`src/rtl/core/assert_macros.svh`:
```
// Assertion helpers for the scanner core.
// Each macro expands to one labelled concurrent assertion on clk / arst_n.
`ifndef ASSERT_MACROS_SVH
`define ASSERT_MACROS_SVH

// Antecedent implies consequent in the same cycle
`define CHK_IMPLY(lbl, ante, cons) \
	lbl: assert property (@(posedge clk) disable iff (!arst_n) (ante) |-> (cons)) \
		else $error("implication check failed");

// Antecedent implies consequent in the next cycle
`define CHK_NEXT(lbl, ante, cons) \
	lbl: assert property (@(posedge clk) disable iff (!arst_n) (ante) |=> (cons)) \
		else $error("next-cycle check failed");

`endif

```
`src/rtl/core/anb_pkg.sv`:
```
`timescale 1ns / 1ps
// ----------------------------------------------------------------------------
// anb_pkg
// Shared types and constants of the Annex B unit scanner.
// ----------------------------------------------------------------------------
package anb_pkg;

	localparam int unsigned OFFSET_BITS_DEF = 32;
	localparam int unsigned FIFO_DEPTH      = 4;

	localparam logic [7:0] START_BYTE     = 8'h01;
	localparam logic [7:0] FORBIDDEN_MASK = 8'h80;
	localparam logic [7:0] REF_IDC_MASK   = 8'h60;
	localparam logic [7:0] TYPE_MASK      = 8'h1f;

	localparam logic [4:0] TYPE_IDR = 5'd5;
	localparam logic [4:0] TYPE_SPS = 5'd7;

	typedef struct packed {
		logic [7:0] data_byte;
		logic       last_byte;
	} anb_byte_t;

	typedef struct packed {
		logic [31:0] start_offset;
		logic [31:0] payload_offset;
		logic [31:0] payload_size;
		logic [1:0]  ref_idc;
		logic [4:0]  unit_type;
		logic        forbidden_set;
		logic        unit_is_key;
		logic        buffer_has_key;
		logic        unit_valid;
		logic        end_of_buffer;
	} anb_rec_t;

	// Records produced by one byte: rec_a first, then rec_b
	typedef struct packed {
		logic [1:0] cnt;
		anb_rec_t   rec_a;
		anb_rec_t   rec_b;
	} anb_push_t;

endpackage

```
`src/rtl/core/anb_byte_if.sv`:
```
`timescale 1ns / 1ps
// ----------------------------------------------------------------------------
// anb_byte_if
// Byte stream channel: one buffer byte and its last-byte flag per transfer.
// ----------------------------------------------------------------------------
interface anb_byte_if;
	logic       valid;
	logic       ready;
	logic [7:0] data_byte;
	logic       last_byte;

	modport source (output valid, output data_byte, output last_byte, input ready);
	modport sink (input valid, input data_byte, input last_byte, output ready);
endinterface

```
`src/rtl/core/anb_rec_if.sv`:
```
`timescale 1ns / 1ps
// ----------------------------------------------------------------------------
// anb_rec_if
// Unit record channel: one record of a found unit per transfer.
// ----------------------------------------------------------------------------
interface anb_rec_if;
	logic        valid;
	logic        ready;
	logic [31:0] start_offset;
	logic [31:0] payload_offset;
	logic [31:0] payload_size;
	logic [1:0]  ref_idc;
	logic [4:0]  unit_type;
	logic        forbidden_set;
	logic        unit_is_key;
	logic        buffer_has_key;
	logic        unit_valid;
	logic        end_of_buffer;

	modport source (
		output valid, output start_offset, output payload_offset, output payload_size,
		output ref_idc, output unit_type, output forbidden_set, output unit_is_key,
		output buffer_has_key, output unit_valid, output end_of_buffer,
		input ready
	);
	modport sink (
		input valid, input start_offset, input payload_offset, input payload_size,
		input ref_idc, input unit_type, input forbidden_set, input unit_is_key,
		input buffer_has_key, input unit_valid, input end_of_buffer,
		output ready
	);
endinterface

```
`src/rtl/core/anb_in_reg.sv`:
```
`timescale 1ns / 1ps
// ----------------------------------------------------------------------------
// anb_in_reg
// Input register: holds one accepted byte until the scan stage consumes it.
// ----------------------------------------------------------------------------
module anb_in_reg (
	input  logic               clk,
	input  logic               arst_n,
	anb_byte_if.sink           stream,
	input  logic               fire,
	output logic               valid_s1,
	output anb_pkg::anb_byte_t byte_s1
);

	logic vld_s1;

	// Take a new byte when the register is empty or being drained
	assign stream.ready = !vld_s1 || fire;
	assign valid_s1     = vld_s1;

	always_ff @(posedge clk or negedge arst_n) begin
		if (!arst_n) begin
			vld_s1 <= 1'b0;
		end else if (stream.ready) begin
			vld_s1 <= stream.valid;
		end
	end

	// Payload needs no reset
	always_ff @(posedge clk) begin
		if (stream.valid && stream.ready) begin
			byte_s1.data_byte <= stream.data_byte;
			byte_s1.last_byte <= stream.last_byte;
		end
	end

endmodule

```
`src/rtl/core/anb_scan.sv`:
```
`timescale 1ns / 1ps
// ----------------------------------------------------------------------------
// anb_scan
// Start-code scan: tracks zeros, open unit and header byte, and builds the
// zero, one or two records that each consumed byte produces.
// ----------------------------------------------------------------------------
module anb_scan #(
	parameter int unsigned OFFSET_BITS = anb_pkg::OFFSET_BITS_DEF
) (
	input  logic               clk,
	input  logic               arst_n,
	input  logic               fire,
	input  anb_pkg::anb_byte_t byte_s1,
	output anb_pkg::anb_push_t push
);

	localparam logic [OFFSET_BITS-1:0] POS_MAX = '1;

	typedef logic [OFFSET_BITS-1:0] off_t;

	function automatic off_t sat_sub(input off_t a, input off_t b);
		return (a > b) ? off_t'(a - b) : '0;
	endfunction

	function automatic logic [31:0] low32(input off_t x);
		logic [63:0] w;
		w = 64'(x);
		return w[31:0];
	endfunction

	// Build a unit record from offsets and the captured header
	function automatic anb_pkg::anb_rec_t mk_rec(
		input off_t       so,
		input off_t       po,
		input off_t       sz,
		input logic [8:0] hdr,
		input logic       hdr_last,
		input logic       key_prev,
		input logic       eob
	);
		anb_pkg::anb_rec_t r;
		logic [7:0]        h;
		h = hdr[8] ? hdr[7:0] : 8'h00;
		r.start_offset   = low32(so);
		r.payload_offset = low32(po);
		r.payload_size   = low32(sz);
		r.ref_idc        = 2'((h & anb_pkg::REF_IDC_MASK) >> 5);
		r.unit_type      = 5'(h & anb_pkg::TYPE_MASK);
		r.forbidden_set  = (h & anb_pkg::FORBIDDEN_MASK) != 8'h00;
		r.unit_is_key    = hdr[8] && !r.forbidden_set && !hdr_last &&
			(r.unit_type == anb_pkg::TYPE_IDR || r.unit_type == anb_pkg::TYPE_SPS);
		r.buffer_has_key = key_prev || r.unit_is_key;
		r.unit_valid     = 1'b1;
		r.end_of_buffer  = eob;
		return r;
	endfunction

	off_t       pos_q;
	logic [2:0] zh_q;
	logic [1:0] bss_q;
	logic       open_q;
	off_t       start_q;
	off_t       pay_q;
	logic       hpend_q;
	logic [8:0] hdr_q;
	logic       key_q;

	logic              code;
	off_t              pos_inc;
	off_t              start;
	logic [8:0]        hdr_eff;
	logic              have_close;
	logic              key_after;
	anb_pkg::anb_rec_t close_rec;
	anb_pkg::anb_rec_t end_rec;

	// Detect a start code completing on this byte and work out its offsets
	always_comb begin
		hdr_eff = hpend_q ? {1'b1, byte_s1.data_byte} : hdr_q;
		code    = (byte_s1.data_byte == anb_pkg::START_BYTE) && (zh_q[1:0] == 2'b11) &&
			(bss_q >= 2'd2);
		pos_inc = (pos_q == POS_MAX) ? POS_MAX : off_t'(pos_q + 1'b1);
		start   = (zh_q[2] && bss_q == 2'd3) ? sat_sub(pos_q, off_t'(3)) :
			sat_sub(pos_q, off_t'(2));
		have_close = open_q && code;
		close_rec  = mk_rec(start_q, pay_q, sat_sub(start, pay_q), hdr_eff, 1'b0, key_q,
			1'b0);
		key_after  = key_q || (have_close && close_rec.unit_is_key);
	end

	// End-of-buffer record: fresh unit, open unit, or the invalid record
	always_comb begin
		priority if (code) begin
			end_rec = mk_rec(start, pos_inc, '0, 9'h000, 1'b0, key_after, 1'b1);
		end else if (open_q) begin
			end_rec = mk_rec(start_q, pay_q, sat_sub(pos_inc, pay_q), hdr_eff, hpend_q,
				key_q, 1'b1);
		end else begin
			end_rec               = '0;
			end_rec.end_of_buffer = 1'b1;
		end
	end

	// Pack records in stream order
	always_comb begin
		push.rec_a = have_close ? close_rec : end_rec;
		push.rec_b = end_rec;
		push.cnt   = fire ? (2'(have_close) + 2'(byte_s1.last_byte)) : 2'd0;
	end

	// Advance scan state on each consumed byte; clear it after the buffer end
	always_ff @(posedge clk or negedge arst_n) begin
		if (!arst_n) begin
			pos_q   <= '0;
			zh_q    <= '0;
			bss_q   <= '0;
			open_q  <= 1'b0;
			start_q <= '0;
			pay_q   <= '0;
			hpend_q <= 1'b0;
			hdr_q   <= '0;
			key_q   <= 1'b0;
		end else if (fire) begin
			if (byte_s1.last_byte) begin
				pos_q   <= '0;
				zh_q    <= '0;
				bss_q   <= '0;
				open_q  <= 1'b0;
				start_q <= '0;
				pay_q   <= '0;
				hpend_q <= 1'b0;
				hdr_q   <= '0;
				key_q   <= 1'b0;
			end else begin
				pos_q <= pos_inc;
				key_q <= key_after;
				if (code) begin
					open_q  <= 1'b1;
					start_q <= start;
					pay_q   <= pos_inc;
					hpend_q <= 1'b1;
					hdr_q   <= '0;
					zh_q    <= '0;
					bss_q   <= '0;
				end else begin
					zh_q  <= {zh_q[1:0], byte_s1.data_byte == 8'h00};
					bss_q <= (bss_q == 2'd3) ? 2'd3 : 2'(bss_q + 1'b1);
					if (hpend_q) begin
						hdr_q   <= {1'b1, byte_s1.data_byte};
						hpend_q <= 1'b0;
					end
				end
			end
		end
	end

endmodule

```
`src/rtl/core/anb_rec_fifo.sv`:
```
`timescale 1ns / 1ps
// ----------------------------------------------------------------------------
// anb_rec_fifo
// Result queue: takes up to two records a cycle, hands out one per transfer.
// ----------------------------------------------------------------------------
module anb_rec_fifo (
	input  logic               clk,
	input  logic               arst_n,
	input  anb_pkg::anb_push_t push,
	anb_rec_if.source          units,
	output logic               room,
	output logic [2:0]         level
);

	localparam int unsigned PW = $clog2(anb_pkg::FIFO_DEPTH);

	anb_pkg::anb_rec_t    mem_q [anb_pkg::FIFO_DEPTH];
	logic [PW-1:0]        wptr_q;
	logic [PW-1:0]        rptr_q;
	logic [2:0]           cnt_q;
	logic                 pop;
	anb_pkg::anb_rec_t    head;

	assign pop   = units.valid && units.ready;
	assign room  = cnt_q <= 3'(anb_pkg::FIFO_DEPTH - 2);
	assign level = cnt_q;
	assign head  = mem_q[rptr_q];

	// Present the head entry
	assign units.valid          = cnt_q != 3'd0;
	assign units.start_offset   = head.start_offset;
	assign units.payload_offset = head.payload_offset;
	assign units.payload_size   = head.payload_size;
	assign units.ref_idc        = head.ref_idc;
	assign units.unit_type      = head.unit_type;
	assign units.forbidden_set  = head.forbidden_set;
	assign units.unit_is_key    = head.unit_is_key;
	assign units.buffer_has_key = head.buffer_has_key;
	assign units.unit_valid     = head.unit_valid;
	assign units.end_of_buffer  = head.end_of_buffer;

	// Write up to two entries
	always_ff @(posedge clk) begin
		if (push.cnt != 2'd0) begin
			mem_q[wptr_q] <= push.rec_a;
		end
		if (push.cnt == 2'd2) begin
			mem_q[PW'(wptr_q + 1'b1)] <= push.rec_b;
		end
	end

	// Track pointers and fill level
	always_ff @(posedge clk or negedge arst_n) begin
		if (!arst_n) begin
			wptr_q <= '0;
			rptr_q <= '0;
			cnt_q  <= '0;
		end else begin
			wptr_q <= PW'(wptr_q + push.cnt);
			rptr_q <= PW'(rptr_q + pop);
			cnt_q  <= 3'(cnt_q + push.cnt - 3'(pop));
		end
	end

endmodule

```
`src/rtl/core/annexb_nal_unit_scanner_core.sv`:
```
`timescale 1ns / 1ps
// ----------------------------------------------------------------------------
// annexb_nal_unit_scanner_core
// Annex B start-code scanner producing one record per found unit.
// ----------------------------------------------------------------------------
// Takes one byte per clock while the queue has room and finds 00 00 01 and
// 00 00 00 01 start codes. Each byte moves from the input register through
// the scan logic into a four-entry record queue, so the sustained rate is one
// byte per clock while the queue has room; records leave one per transfer. A
// byte that closes a unit and ends the buffer yields two records, and the
// scan stage holds a byte whenever the queue has fewer than two free entries.
// Offsets saturate at 2^OFFSET_BITS-1 and are reported in 32 bits.
// ----------------------------------------------------------------------------
`include "assert_macros.svh"

module annexb_nal_unit_scanner_core #(
	parameter int unsigned OFFSET_BITS = anb_pkg::OFFSET_BITS_DEF
) (
	input  logic       clk,
	input  logic       arst_n,
	anb_byte_if.sink   stream,
	anb_rec_if.source  units
);

	logic               valid_s1;
	anb_pkg::anb_byte_t byte_s1;
	logic               room;
	logic [2:0]         level;
	logic               fire;
	anb_pkg::anb_push_t push;

	// Consume the held byte when the queue can take two records
	assign fire = valid_s1 && room;

	anb_in_reg u_in (
		.clk      (clk),
		.arst_n   (arst_n),
		.stream   (stream),
		.fire     (fire),
		.valid_s1 (valid_s1),
		.byte_s1  (byte_s1)
	);

	anb_scan #(
		.OFFSET_BITS (OFFSET_BITS)
	) u_scan (
		.clk     (clk),
		.arst_n  (arst_n),
		.fire    (fire),
		.byte_s1 (byte_s1),
		.push    (push)
	);

	anb_rec_fifo u_fifo (
		.clk    (clk),
		.arst_n (arst_n),
		.push   (push),
		.units  (units),
		.room   (room),
		.level  (level)
	);

	// Queue never overfills
	`CHK_IMPLY(a_level_bound, 1'b1, level <= 3'(anb_pkg::FIFO_DEPTH))
	// Invalid record is only ever an end record with zero offsets
	`CHK_IMPLY(a_invalid_rec, units.valid && !units.unit_valid,
		units.end_of_buffer && units.start_offset == 32'd0 && units.payload_size == 32'd0)
	// A held byte with a full queue blocks new input
	`CHK_IMPLY(a_stall_in, valid_s1 && !room, !stream.ready)
	// Records pushed are visible on the next cycle
	`CHK_NEXT(a_push_seen, push.cnt != 2'd0, units.valid)

endmodule

```
`src/flat_wrapper.sv`:
```
// flat-port wrapper written by rule: the top's interface ports become plain ports
module annexb_nal_unit_scanner_core_flat 
#(
	parameter int unsigned OFFSET_BITS = anb_pkg::OFFSET_BITS_DEF
)
  (clk, arst_n, stream_valid, stream_data_byte, stream_last_byte, stream_ready, units_valid, units_start_offset, units_payload_offset, units_payload_size, units_ref_idc, units_unit_type, units_forbidden_set, units_unit_is_key, units_buffer_has_key, units_unit_valid, units_end_of_buffer, units_ready);
  anb_byte_if stream_i ();
  anb_rec_if units_i ();
  input  logic clk;
  input  logic arst_n;
  input wire logic [$bits(stream_i.valid)-1:0] stream_valid;
  input wire logic [$bits(stream_i.data_byte)-1:0] stream_data_byte;
  input wire logic [$bits(stream_i.last_byte)-1:0] stream_last_byte;
  output wire logic [$bits(stream_i.ready)-1:0] stream_ready;
  output wire logic [$bits(units_i.valid)-1:0] units_valid;
  output wire logic [$bits(units_i.start_offset)-1:0] units_start_offset;
  output wire logic [$bits(units_i.payload_offset)-1:0] units_payload_offset;
  output wire logic [$bits(units_i.payload_size)-1:0] units_payload_size;
  output wire logic [$bits(units_i.ref_idc)-1:0] units_ref_idc;
  output wire logic [$bits(units_i.unit_type)-1:0] units_unit_type;
  output wire logic [$bits(units_i.forbidden_set)-1:0] units_forbidden_set;
  output wire logic [$bits(units_i.unit_is_key)-1:0] units_unit_is_key;
  output wire logic [$bits(units_i.buffer_has_key)-1:0] units_buffer_has_key;
  output wire logic [$bits(units_i.unit_valid)-1:0] units_unit_valid;
  output wire logic [$bits(units_i.end_of_buffer)-1:0] units_end_of_buffer;
  input wire logic [$bits(units_i.ready)-1:0] units_ready;
  assign stream_i.valid = stream_valid;
  assign stream_i.data_byte = stream_data_byte;
  assign stream_i.last_byte = stream_last_byte;
  assign stream_ready = stream_i.ready;
  assign units_valid = units_i.valid;
  assign units_start_offset = units_i.start_offset;
  assign units_payload_offset = units_i.payload_offset;
  assign units_payload_size = units_i.payload_size;
  assign units_ref_idc = units_i.ref_idc;
  assign units_unit_type = units_i.unit_type;
  assign units_forbidden_set = units_i.forbidden_set;
  assign units_unit_is_key = units_i.unit_is_key;
  assign units_buffer_has_key = units_i.buffer_has_key;
  assign units_unit_valid = units_i.unit_valid;
  assign units_end_of_buffer = units_i.end_of_buffer;
  assign units_i.ready = units_ready;
  annexb_nal_unit_scanner_core #(.OFFSET_BITS(OFFSET_BITS)) u_core (.clk(clk), .arst_n(arst_n), .stream(stream_i), .units(units_i));
endmodule
```
`config.mk`:
```
export PLATFORM = sky130hd
export DESIGN_NAME = annexb_nal_unit_scanner_core_flat
export DESIGN_NICKNAME = d
export VERILOG_FILES = /design/src/rtl/core/anb_pkg.sv /design/src/rtl/core/anb_byte_if.sv /design/src/rtl/core/anb_rec_if.sv /design/src/rtl/core/anb_in_reg.sv /design/src/rtl/core/anb_scan.sv /design/src/rtl/core/anb_rec_fifo.sv /design/src/rtl/core/annexb_nal_unit_scanner_core.sv /design/src/flat_wrapper.sv
export VERILOG_INCLUDE_DIRS = /design/src /design/src/rtl/core
export SDC_FILE = /design/constraint.sdc
export NUM_CORES = 1
export LEC_CHECK = 0
export BUFFER_PORTS_ARGS = -buffer_cell sky130_fd_sc_hd__buf_2
export CORE_MARGIN = 5
export CORE_UTILIZATION = 60
export CTS_BUF_LIST = sky130_fd_sc_hd__clkbuf_2
export DETAILED_ROUTE_END_ITERATION = 12
export PLACE_DENSITY = 0.83
export RECOVER_POWER = 100
export SLEW_MARGIN = 20
export SYNTH_ARGS = -nofsm -noshare
export SYNTH_HDL_FRONTEND = slang
export SYNTH_SLANG_ARGS = --single-unit
```
`constraint.sdc`:
```
create_clock -name clk -period 5.9 [get_ports clk]
set_clock_uncertainty 0.05 [all_clocks]
set_input_delay 0 -clock clk [delete_from_list [all_inputs] [get_ports clk]]
set_output_delay 0 -clock clk [all_outputs]
set_load 0.01 [all_outputs]
```
==> results of run 1 <==
==> per-layer routing <==
layer	GRT usage, %	vias up	routed length [microns]
met4	18.46	0	5235
li1	-	10830	-
met5	0	-	0
met1	45.90	11990	35140
met2	58.09	1796	47750
met3	8.730	348	10650
==> layout make-up <==
| cell class | instances | share of cell area [%] |
|---|---|---|
| multi-input combinational | 1878 | 38.13 |
| antenna | 2 | 0.01480 |
| clock buffer | 222 | 3.285 |
| clock inverter | 32 | 0.6696 |
| tap | 672 | 2.486 |
| sequential | 562 | 48.00 |
| timing repair buffer | 322 | 6.271 |
| inverter | 101 | 1.139 |
==> report_power, final <==
part | internal, W | total, W | switching, W
clock | 0.00113 | 0.00281 | 0.00168
sequential | 0.00469 | 0.00496 | 0.000272
combinational | 0.00403 | 0.0103 | 0.00632
total | 0.00984 | 0.0181 | 0.00828
==> stage by stage <==
stage	util (%)	power [W]	setup TNS (ps)	cell area, sq um
final	67.83	0.01812	0	33820
after global routing	67.83	0.01912	-3.421	33820
after CTS	68.15	0.01787	0	33980
after detailed placement	64.69	0.01507	-2321	32250
after global placement	64.69	0.01494	-826.1	32250
after floorplan	-	0.01107	0	30120
==> worst paths after layout <==
check,startpoint,to,slack [ps]
worst min-delay path,units_ready,u_core.u_fifo.level[1]$_DFF_PN0_,330
worst max-delay path,u_core.u_in.byte_s1[2]$_DFFE_PP_,u_core.u_fifo.mem_q[2][104]$_DFFE_PP_,210
max in group asynchronous,arst_n,u_core.u_scan.pos_q[18]$_DFFE_PN0P_,1190
worst min register to register,u_core.u_fifo.mem_q[2][0]$_SDFFE_PP1P_,u_core.u_fifo.mem_q[2][0]$_SDFFE_PP1P_,450
worst max register to register,u_core.u_in.byte_s1[2]$_DFFE_PP_,u_core.u_fifo.mem_q[2][104]$_DFFE_PP_,210
min in group asynchronous,arst_n,u_core.u_fifo.level[1]$_DFF_PN0_,1830
==> state kept, by name, summed over array words and instances, names as in the netlist, 2 cells and up <==
| signal | cells |
|---|---|
| u_core.u_scan.zh_q | 3 |
| u_core.u_fifo.wptr_q | 2 |
| u_core.u_in.byte_s1 | 9 |
| u_core.u_fifo.mem_q | 432 |
| u_core.u_scan.bss_q | 2 |
| u_core.u_fifo.level | 3 |
| u_core.u_scan.pay_q | 32 |
| u_core.u_scan.hdr_q | 9 |
| u_core.u_scan.start_q | 32 |
| u_core.u_scan.pos_q | 32 |
| u_core.u_fifo.rptr_q | 2 |
==> layout by cell type, fill, tap and decap left out, types with 8 or more instances in the layout <==
cell type / n
mux4_2: 108
a22o_1: 155
o22ai_1: 26
clkbuf_2: 237
nand4_1: 21
o211ai_1: 14
and2_0: 9
dfrtp_1: 120
nor4_1: 11
a31oi_1: 8
nand2b_1: 26
o21ai_0: 253
a31o_2: 8
inv_1: 97
nand3_1: 54
a211oi_1: 11
buf_2: 15
nor2b_1: 20
a21oi_1: 198
xnor2_1: 39
clkbuf_1: 115
xor2_1: 32
a22oi_1: 8
ha_1: 74
dlygate4sd3_1: 36
and3_1: 20
nor3_1: 23
buf_12: 8
clkinv_1: 18
nand2_1: 455
and2_1: 16
o21a_1: 22
a21o_1: 20
buf_4: 125
edfxtp_1: 437
nor2_1: 128
or3_1: 10
==> worst register-to-register path: stages (launching register included) <==
cell,delay (ps)
edfxtp_1,490
nor4_1,390
and4_1,240
clkbuf_1,830
nand2_1,290
inv_1,280
ha_1,230
o21ai_0,180
or3b_2,540
o21ai_0,530
nand2_1,390
clkbuf_2,580
o21ai_0,420
==> logic make-up after synthesis <==
| family | after synthesis | share of synthesized area, % |
|---|---|---|
| multiplexers | 112 | 8.212 |
| flip-flops | 562 | 53.88 |
| AO/OA/AOI/OAI | 791 | 16.69 |
| XOR/XNOR | 71 | 2.064 |
| buffers and inverters | 287 | 3.630 |
| AND/OR/NAND/NOR | 826 | 12.21 |
| adder cells (fa/ha/maj) | 78 | 3.315 |
==> repair_timing <==
item | in CTS | in global routing
setup endpoints to repair | 23 | 127
gates resized for setup | 2 | 16
pin swaps | 0 | 3
hold buffers | 37 | 0
buffers inserted | 0 | 7
endpoints found under the hold margin | 145 | 0
==> metrics.cfg, run 1 <==
[sta]
relSlewSlack_pct = -161.9
fmax_ghz = 0.1756
hold_slack_ps = 332.1
final.min_clock_period_ps = 5694
hold_violations = 0
post-route-period-util_pct = 96.51
maxSlewViolCount = 216
setup_viol = 0
fin_ws_ps = 205.9
worstMarginPinSlew_ps = 3928

[critical_path]
reg2reg_depth = 12
cp_top_family = simple AND/OR/NAND/NOR gates
crit_path_max_fanout = 29
cp_num_buf_inv = 3
crit_path_cell_trace = nor4_1 > and4_1 > clkbuf_1 > nand2_1 > inv_1 > ha_1 > o21ai_0 > or3b_2 > o21ai_0 > nand2_1 > clkbuf_2 > o21ai_0
crit_required_ps = 6980
arrival_ps = 6780
crit_cells = 12
endpoint_kind = register
cp-start-kind = register
cpPeakStageDelay_ps = 830
path_class = register to register
path_common_cell = o21ai_0
slowest_stage = clkbuf_1

[global_routing]
grt_overflow = 0
grt_max_degree = 72
grt_pass1_wl_microns = 148500
antenna_found_initial = 2
grt_pass1_vias = 25070
track_usage_pct = 36.05

[layout]
drive_gt1_share_pct = 18.06
fill_cells = 3778
seq_area_sq_um = 16230
instances_no_fill = 3791
multi_input_area_sq_um = 12900
nets = 3098
area_growth_pct = 12.27

[yosys]
synth_top_area_share_pct = 43.56
synth_fp_nets = 2818
async_reset_ff_share_pct = 21.53
synth_common_cells = nand2_1, edfxtp_1, o21ai_0
ys_seq_area_share_pct = 53.88
synth.avg_cell_area_sq_um = 11.05
synthMostInstantiatedCell = nand2_1
ys.warnings.count = 0
synth-edff-count = 437
synth_area_leaders = edfxtp_1, dfrtp_1, mux4_2
yosys_most_used_dff = edfxtp_1
synth_top_cell_by_area = edfxtp_1
ys_seq_elements = 562
syn-cell-area_sq_um = 30120
yosysUniqueCellTypes = 76
synth_cells = 2727

[clock_tree]
root_buffer = clkbuf_2
cts_max_level = 4
numClockSinks = 562
numCtsBuffers = 142
cts_buffer_depth = 3
cts_tree = built
clkSlewWorstSetupHoldPaths_ps = 190
insertion_delay_ps = 1380

[place]
place_hpwl_microns = 64700
portBuffers = 122
place_ws_ps = -183.0
place_congestion = 0.9820
post-place-cells = 3490

[die]
start_util_pct = 60.41
die_w_microns = 234.1
row_count = 82
die_y_microns = 234.1
core_area_sq_um = 49860
io_pins = 123
fp.dieArea_sq_um = 54790

[outcome]
violations = max-capacitance violations, max-slew violations
status = complete, but fails checks

[worst_hold_path]
min_path_cells = 7
hp-class = primary input to register

[routing]
drt_iter0_drc = 3232
routed_wl_microns = 98780
viasPerCell = 6.584
drc = 0
drtPass1Iterations = 7
antenna_left = 0
route.vias.total = 24960
wl_per_cell_microns = 26.06

[flow_run]
drv_cap = 6

[pwr]
power-per-cell-area_nw_per_um2 = 535.8
power_leakage_nw = 12.73
irDropWorstVdd_mv = 0.4467

Note: power is estimated with default switching activity, not from simulation.
==> run 2: changes to the inputs <==
--- a/config.mk
+++ b/config.mk
@@ -8,10 +8,10 @@
 export LEC_CHECK = 0
 export BUFFER_PORTS_ARGS = -buffer_cell sky130_fd_sc_hd__buf_2
 export CORE_MARGIN = 5
-export CORE_UTILIZATION = 60
+export CORE_UTILIZATION = 55
 export CTS_BUF_LIST = sky130_fd_sc_hd__clkbuf_2
 export DETAILED_ROUTE_END_ITERATION = 12
-export PLACE_DENSITY = 0.83
+export PLACE_DENSITY = 0.77
 export RECOVER_POWER = 100
 export SLEW_MARGIN = 20
 export SYNTH_ARGS = -nofsm -noshare
==> metrics.cfg, run 2 (synthesized netlist as in run 1, its figures left out) <==
[outcome]
status = complete, but fails checks
violations = max-capacitance violations, max-slew violations

[clock_tree]
insertion_delay_ps = 1320
root_buffer = clkbuf_2
clkSlewWorstSetupHoldPaths_ps = 150
cts_tree = built
numCtsBuffers = 145
cts_buffer_depth = 3
numClockSinks = 562
cts_max_level = 4

[die]
start_util_pct = 55.75
core_area_sq_um = 54030
die_w_microns = 244.0
row_count = 85
fp.dieArea_sq_um = 59550
die_y_microns = 244.0
io_pins = 123

[sta]
worstMarginPinSlew_ps = 4132
maxSlewViolCount = 338
fmax_ghz = 0.1772
setup_tns_ps = 0
hold_violations = 0
rsz0062_at_grt = false
relSlewSlack_pct = -175.4
setup_viol = 0
post-route-period-util_pct = 95.68
fin_ws_ps = 255.1
final.min_clock_period_ps = 5645
hold_slack_ps = 434.0

[global_routing]
track_usage_pct = 32.67
grt_overflow = 0
grt_pass1_vias = 24670
grt_max_degree = 111
antenna_found_initial = 3
grt_pass1_wl_microns = 148900

[pwr]
intPower_w = 0.01012
p_sw_share_pct = 45.12
power_frac_comb_pct = 58.5
power-per-cell-area_nw_per_um2 = 545.5
power_switching_w = 0.008323
p_seq_share_pct = 26.8
p_clk_share_pct = 14.7
irDropWorstVdd_mv = 0.4825
power_leakage_nw = 12.68

[layout]
final_common_cell = nand2_1
final_cell_mix = nand2_1, edfxtp_1, o21ai_0
largest_reg_flops = 432
nets = 3103
drive_gt1_share_pct = 17.65
fill_cells = 4431
area_growth_pct = 12.25
largest_register = u_core.u_fifo.mem_q

[critical_path]
slowest_stage = clkbuf_1
startpoint = u_core.u_in.byte_s1[6]$_DFFE_PP_
r2r-start = u_core.u_in.byte_s1[6]$_DFFE_PP_
r2r-end = u_core.u_fifo.mem_q[2][48]$_DFFE_PP_
crit_required_ps = 6960
path_common_cell = nand2_1
endpoint_kind = register
reg2reg_depth = 13
arrival_ps = 6700
cp-start-kind = register
reg2reg_slack_ps = 260
path_class = register to register
crit_path_max_fanout = 23
cpPeakStageDelay_ps = 820
crit_path_cell_trace = nor4_1 > and4_1 > clkbuf_1 > nand2_1 > inv_1 > ha_1 > nand2_1 > nor2_1 > nand3b_1 > o21a_1 > nor2b_4 > clkbuf_2 > a22o_1

[routing]
antenna_left = 0
routed_wl_microns = 98240
drc = 0
drtPass1Iterations = 6
viasPerCell = 6.478
route.vias.total = 24750
wl_per_cell_microns = 25.71
drt_iter0_drc = 2802

[place]
place_congestion = 0.9738
place_ws_ps = 79.29
portBuffers = 122
place_hpwl_microns = 65010

[worst_hold_path]
whs_endpoint = u_core.u_in.byte_s1[4]$_DFFE_PP_
min_from = stream_data_byte[3]
min_path_cells = 4
hp-class = primary input to register

[flow_run]
drv_cap = 8

run 2: cell count changes in the layout (fill, tap and decap cells not counted), moves of 5 or more:
cell,before,now
buf_4,125,130
clkbuf_2,237,221
clkinv_1,18,30
clkinv_2,0,6
run 2: metal layers:
metal / wire, microns / GRT usage [%]
met1: 38320 / 43.21
met2: 47310 / 53.47
met4: 4321 / 14.22
met3: 8284 / 6.093
met5: 0 / 0
run 2: metrics by stage:
stage	util (%)	total power (W)	std cells	instance area (sq um)
3_5_place_dp	59.86	0.01567	3521	32340
5_1_grt	62.58	0.01953	3819	33810
4_1_cts	62.98	0.01841	3814	34030
3_3_place_gp	59.86	0.01561	3521	32340
2_1_floorplan	-	0.01107	2727	30120
6_report	62.59	0.01844	3821	33810
run 2: power groups by stage:
stage | sequential (W) | clock, W | combinational (W)
after global routing | 0.00499 | 0.00296 | 0.0116
after detailed placement | 0.00503 | 0 | 0.0106
after CTS | 0.00494 | 0.00273 | 0.0107
final | 0.00495 | 0.00271 | 0.0108
after global placement | 0.00500 | 0 | 0.0106
after floorplan | 0.00489 | 0 | 0.00619
run 2: final cells by class:
cell class / instances / area [sq um] / area share (%)
timing repair buffer: 324 / 2133 / 6.309
inverter: 101 / 385.4 / 1.140
clock buffer: 211 / 1056 / 3.123
multi-input combinational: 1878 / 12880 / 38.09
antenna: 4 / 10.01 / 0.02960
tap: 696 / 870.8 / 2.575
clock inverter: 45 / 242.7 / 0.7179
sequential: 562 / 16230 / 48.01
run 2: worst max path at each step:
stage | endpoint | slack (ps) | cells past startpoint
after floorplan | u_core.u_fifo.mem_q[3][36]$_DFFE_PP_ | 580 | 24
after global placement | u_core.u_fifo.mem_q[2][43]$_DFFE_PP_ | 270 | 19
after CTS | u_core.u_fifo.mem_q[3][35]$_DFFE_PP_ | 10 | 19
after global routing | u_core.u_fifo.mem_q[3][40]$_DFFE_PP_ | 5 | 24
after detailed placement | u_core.u_fifo.mem_q[0][43]$_DFFE_PP_ | 80 | 19
final | u_core.u_fifo.mem_q[2][48]$_DFFE_PP_ | 260 | 13
run 2: what timing repair did:
item / in CTS / in global routing
setup buffers: 0 / 2
endpoints found under the hold margin: 145 / 0
setup endpoints to repair: 0 / 128
gates resized for setup: 0 / 13
hold buffers: 37 / 0
run 2: critical path, delay by kind of cell (launching register included):
kind | cells | cell delay, ps
buffers and inverters | 3 | 1690
AO/OA/AOI/OAI | 2 | 750
adder cells (fa/ha/maj) | 1 | 240
flip-flops | 1 | 500
AND/OR/NAND/NOR | 7 | 2140
